### src/hw/rtl/rbs_pkg.sv
// ---------------------------------------------------------------------------
// rbs_pkg
// Widths and constants shared by the 2-D slab intersection block.
// ---------------------------------------------------------------------------
`default_nettype none

package rbs_pkg;

  // coordinate, delta and slab fraction widths
  localparam int COORD_W = 32;
  localparam int DELTA_W = COORD_W + 1;
  localparam int T_W     = 32;
  localparam int FRAC_W  = 17;
  localparam int NORM_W  = 2;

  // divider: one prep stage, one stage per quotient bit, one saturation stage
  localparam int DIV_LAT = T_W + 2;

  // saturation limits of a slab fraction
  localparam logic signed [T_W-1:0] T_MAX = 32'sh7FFF_FFFF;
  localparam logic signed [T_W-1:0] T_MIN = 32'sh8000_0000;

  // normal component codes
  localparam logic signed [NORM_W-1:0] NORM_POS  = 2'sb01;
  localparam logic signed [NORM_W-1:0] NORM_NEG  = 2'sb11;
  localparam logic signed [NORM_W-1:0] NORM_ZERO = 2'sb00;

endpackage

`default_nettype wire

### src/hw/rtl/rbs_slab_div.sv
// ---------------------------------------------------------------------------
// rbs_slab_div
// Pipelined signed divide (num * 2^FRAC_BITS) / den, truncated toward zero
// and saturated to 32 bits. One quotient bit per stage, enables per stage.
// ---------------------------------------------------------------------------
`default_nettype none

module rbs_slab_div #(
  parameter int FRAC_BITS = 16
) (
  input  wire logic                                clk,
  input  wire logic [rbs_pkg::DIV_LAT-1:0]         en,
  input  wire logic signed [rbs_pkg::DELTA_W-1:0]  num,
  input  wire logic signed [rbs_pkg::DELTA_W-1:0]  den,
  output logic signed [rbs_pkg::T_W-1:0]           t
);

  localparam int DW = rbs_pkg::DELTA_W;
  localparam int QW = rbs_pkg::T_W;
  localparam int NW = DW + FRAC_BITS;

  // magnitudes and scaled numerator
  logic [DW-1:0] num_mag;
  logic [DW-1:0] den_mag;
  logic [NW-1:0] n_scaled;
  logic [DW-1:0] n_top;

  assign num_mag  = num[DW-1] ? DW'(-num) : DW'(num);
  assign den_mag  = den[DW-1] ? DW'(-den) : DW'(den);
  assign n_scaled = NW'(num_mag) << FRAC_BITS;
  assign n_top    = DW'(n_scaled[NW-1:QW]);

  // per-stage partial remainder, pending dividend bits and quotient
  logic [DW-1:0] rem  [0:QW];
  logic [DW-1:0] dm   [0:QW];
  logic [QW-1:0] low  [0:QW];
  logic [QW-1:0] quo  [0:QW];
  logic          neg  [0:QW];
  logic          ovf  [0:QW];

  // prep: quotient of 2^32 or more always saturates
  always_ff @(posedge clk) begin
    if (en[0]) begin
      rem[0] <= n_top;
      dm[0]  <= den_mag;
      low[0] <= n_scaled[QW-1:0];
      quo[0] <= '0;
      neg[0] <= num[DW-1] ^ den[DW-1];
      ovf[0] <= (n_top >= den_mag);
    end
  end

  // restoring steps, most significant quotient bit first
  for (genvar j = 1; j <= QW; j++) begin : g_step
    logic [DW:0] trial;
    logic        ge;

    assign trial = {rem[j-1], low[j-1][QW-1]};
    assign ge    = (trial >= {1'b0, dm[j-1]});

    always_ff @(posedge clk) begin
      if (en[j]) begin
        rem[j] <= ge ? DW'(trial - {1'b0, dm[j-1]}) : DW'(trial);
        dm[j]  <= dm[j-1];
        low[j] <= {low[j-1][QW-2:0], 1'b0};
        quo[j] <= {quo[j-1][QW-2:0], ge};
        neg[j] <= neg[j-1];
        ovf[j] <= ovf[j-1];
      end
    end
  end

  // sign and saturate
  always_ff @(posedge clk) begin
    if (en[QW+1]) begin
      if (!neg[QW]) begin
        t <= (ovf[QW] || quo[QW][QW-1]) ? rbs_pkg::T_MAX : $signed(quo[QW]);
      end else begin
        t <= (ovf[QW] || (quo[QW][QW-1] && (|quo[QW][QW-2:0]))) ?
             rbs_pkg::T_MIN : -$signed(quo[QW]);
      end
    end
  end

endmodule

`default_nettype wire

### config.mk
export PLATFORM = sky130hd
export DESIGN_NAME = rbs_slab_div
export DESIGN_NICKNAME = d
export VERILOG_FILES = /design/src/hw/rtl/rbs_pkg.sv /design/src/hw/rtl/rbs_slab_div.sv
export SDC_FILE = /design/constraint.sdc
export NUM_CORES = 2
export LEC_CHECK = 0
export ABC_AREA = 0
export BUFFER_PORTS_ARGS = -buffer_cell sky130_fd_sc_hd__buf_2
export CAP_MARGIN = 40
export CORE_UTILIZATION = 50
export DETAILED_ROUTE_END_ITERATION = 8
export HOLD_SLACK_MARGIN = 0.08
export PLACE_DENSITY = 0.64
export SYNTH_ARGS = -nofsm -noshare
export SYNTH_HDL_FRONTEND = slang
export SYNTH_MEMORY_MAX_BITS = 65536
export SYNTH_SLANG_ARGS = --single-unit
### constraint.sdc
create_clock -name clk -period 10.9 [get_ports clk]
set_clock_uncertainty 0.1 [all_clocks]
set_input_delay 1.635 -clock clk [delete_from_list [all_inputs] [get_ports clk]]
set_output_delay 1.635 -clock clk [all_outputs]
set_load 0.005 [all_outputs]
==> results.yml <==
min_path:
  hp-class: "register to register"
drt:
  wl_met2_um: 166000
  drtIter0Drc: 8588
  wl_met3_um: 17800
  via_count: 102000
  met1_length_um: 164000
  ant_nets: 0
  routedWlPerCell_um: 20.1
  route.detailed.drc: 0
  viasPerCell: 5.74
  drt_pass1_iterations: 8
  topRoutingLayerUsed: "met5"
  routed_wl_um: 358000
clocking:
  clk_pin_slew_ns: 0.06
  clkLatencyLatePin_ns: 0.91
  cts.sinks: 2858
  htree_levels: 5
  postCtsSetupRepairBufs: 0
  cts_resized: 0
  cts_hold_buf: 0
  tritoncts: "built"
  root_buffer: "clkbuf_16"
  cts.path.max_buffers: 4
  cts_buffers: 318
worst_setup_path:
  cp_common_cell: "or3_1"
  crit_arrival_ns: 6.00
  path_buf_inv: 2
  path_cells: "buf_2 > inv_1 > ha_1 > nand2_1 > or3_1 > or3_1 > or3_1 > or2_2 > or3_1 > nor4b_1 > ha_1 > nand4_1 > nor2_1 > o211ai_1 > a21oi_1 > o211ai_1 > nor4_2"
  crit_type: "primary input to register"
  required_ns: 11.52
  slowest_delay_ns: 0.54
  cp_max_fo: 5
  crit_slowest_cell: "nor4b_1"
  cp-start-kind: "primary input"
  critPathTopFamily: "simple AND/OR/NAND/NOR gates"
  worst_setup_path_end_kind: "register"
yosys:
  syn-num-nets: 14400
  synth_warnings: 0
  synthTopCellsByArea: "edfxtp_1 56%, ha_1 8.6%, a21oi_1 3.5%, inv_1 3.2%, xnor2_1 3.0%"
  synth_area_per_cell_um2: 11.6
  synth_seq_area_share_pct: 55.7
  yosysMostFrequentCell: "edfxtp_1"
  async_flop_share_pct: 0
  synth_top_area_share_pct: 55.7
  synth_seq_cells: 2858
  yosys.area.top_type: "edfxtp_1"
  ys.flop_type: "edfxtp_1"
  synth_common_cells: "2858 x edfxtp_1, 1316 x inv_1, 1092 x a21oi_1"
  syn_inst: 13300
  ys_types: 95
  synth_edf_count: 2858
  synth_area_mm2: 0.154
final_layout:
  layout-drive-gt1-share_pct: 8.55
  syn_to_final_growth_pct: 10.4
  num-nets-final: 14700
  post-route-util_pct: 55.5
placement:
  gp_congestion: 0.922
  place_hpwl_um: 271000
  io_buffers: 132
timing:
  final_max_slew_viol_count: 0
  rsz0062_at_grt: "no"
  fmax_mhz: 186
  final_hold_viol_count: 0
  tns_ns: 0
  post-route-min-period_ns: 5.38
  worstMarginPinSlew_ns: 0.918
  slew_headroom_pct: 38.0
  finalCritPeriodShare_pct: 49.3
  setup_viol: 0
die:
  die_y_um: 557
  die-area_mm2: 0.310
  start_util_pct: 50.3
  ios: 133
  rows: 203
  die_x_um: 557
  coreArea_mm2: 0.306
power_and_ir_drop:
  irDropWorstVdd_mv: 0.154
  p_per_area_mw_per_mm2: 294
  power_leakage_nw: 68.2
grt:
  grt_antenna_before_repair: 12
  grt_max_degree: 71
  gr-usage-all-layers_pct: 22.6
  gr-total-overflow: 0
  grt_pass1_wl_um: 557000
  grt_pass1_vias: 98900
job:
  maxCapViolations: 0
status:
  status: "complete, no violations"
==> placed cells by master (no fill, tap or decap), types with 47 or more instances in the layout <==
master and n:
a211oi_1 73, nor2b_1 143, o21a_1 178, ha_1 1060, xor2_1 390, or3_1 65
and3_1 74, inv_1 1316, clkinv_1 69, clkinv_2 50, nand4_1 152, nand2b_1 133
o21ai_0 866, mux2_2 377, edfxtp_1 2858, a21oi_1 1092, xnor2_1 531, a21o_1 473
nor3_1 135, a31oi_1 114, clkbuf_1 48, nand3_1 206, nand2_1 887, o21bai_1 94
buf_2 106, buf_4 104, o31ai_1 79, nor2_1 765, o31a_1 47, o211ai_1 60
clkbuf_16 321
==> through the flow <==
step                hold slack (ns)  power, mW  instances  worst slack, ns  cell area (um^2)
global placement              0.302       38.7      17200             4.67            159000
detailed placement            0.305       39.1      17300             4.60            160000
CTS                           0.278       50.1      17800             5.57            170000
floorplan                     0.300       33.5      13300             5.63            154000
finish                        0.276       50.0      17800             5.52            170000
global route                  0.287       53.3      17800             5.16            170000
==> metal layers <==
layer  vias to the layer above  global-route usage, %
met5                         -                      0
met4                         2                   6.51
met3                       603                   2.35
met2                      2756                   36.9
met1                     49600                   32.0
li1                      49400                      -
==> area by class of cell <==
cell class	instances	area, um^2
Sequential cell	2858	85800
Timing Repair Buffer	218	1440
Inverter	1318	4950
Multi-Input combinational cell	8767	62300
Clock buffer	369	8210
Antenna cell	4	10.0
Tap cell	4100	5130
Fill cell	25400	136000
Clock inverter	211	2170
==> final timing paths <==
kind	endpoint	cells after the start	from	slack [ns]
max reg2reg	rem[0][966]$_DFFE_PP_	12	rem[0][925]$_DFFE_PP_	5.84
max	ovf[0][0]$_DFFE_PP_	17	num[1]	5.52
min reg2reg	quo[0][460]$_DFFE_PP_	0	quo[0][427]$_DFFE_PP_	0.28
min	quo[0][460]$_DFFE_PP_	0	quo[0][427]$_DFFE_PP_	0.28
==> sequential cells by signal, indices dropped and copies added, names as in the netlist <==
name	count
neg	33
t	32
ovf	33
quo	528
rem	1040
low	136
dm	1056
==> worst reg2reg max path, cell delays in order (launching register included) <==
cell,delay [ns]
edfxtp_1,0.40
ha_1,0.38
nor2b_1,0.17
o31a_1,0.29
o311ai_0,0.73
o21ai_0,0.40
a21oi_1,0.49
o211a_1,0.33
a21boi_0,0.10
o21ai_0,0.64
nand2_1,0.11
buf_4,0.30
mux2_2,0.37
==> logic make-up (layout without fill, tap and decap cells) <==
family	after synthesis	after routing	synth area share, %
compound gates	3516	3516	14.3
xor+xnor	921	921	5.24
fa+ha+maj	1091	1091	9.01
buf+inv	1628	2116	4.01
flops	2858	2858	55.7
mux	435	435	3.15
other cells	0	4	0
simple gates	2804	2804	8.58
==> power breakdown <==
group	switching [mW]	internal, mW	leakage (nW)
clock	4.49	6.23	5.02
sequential	1.61	16.0	28.0
combinational	12.4	9.25	35.3
total	18.5	31.4	68.2
(Power assumes the default switching activity.)
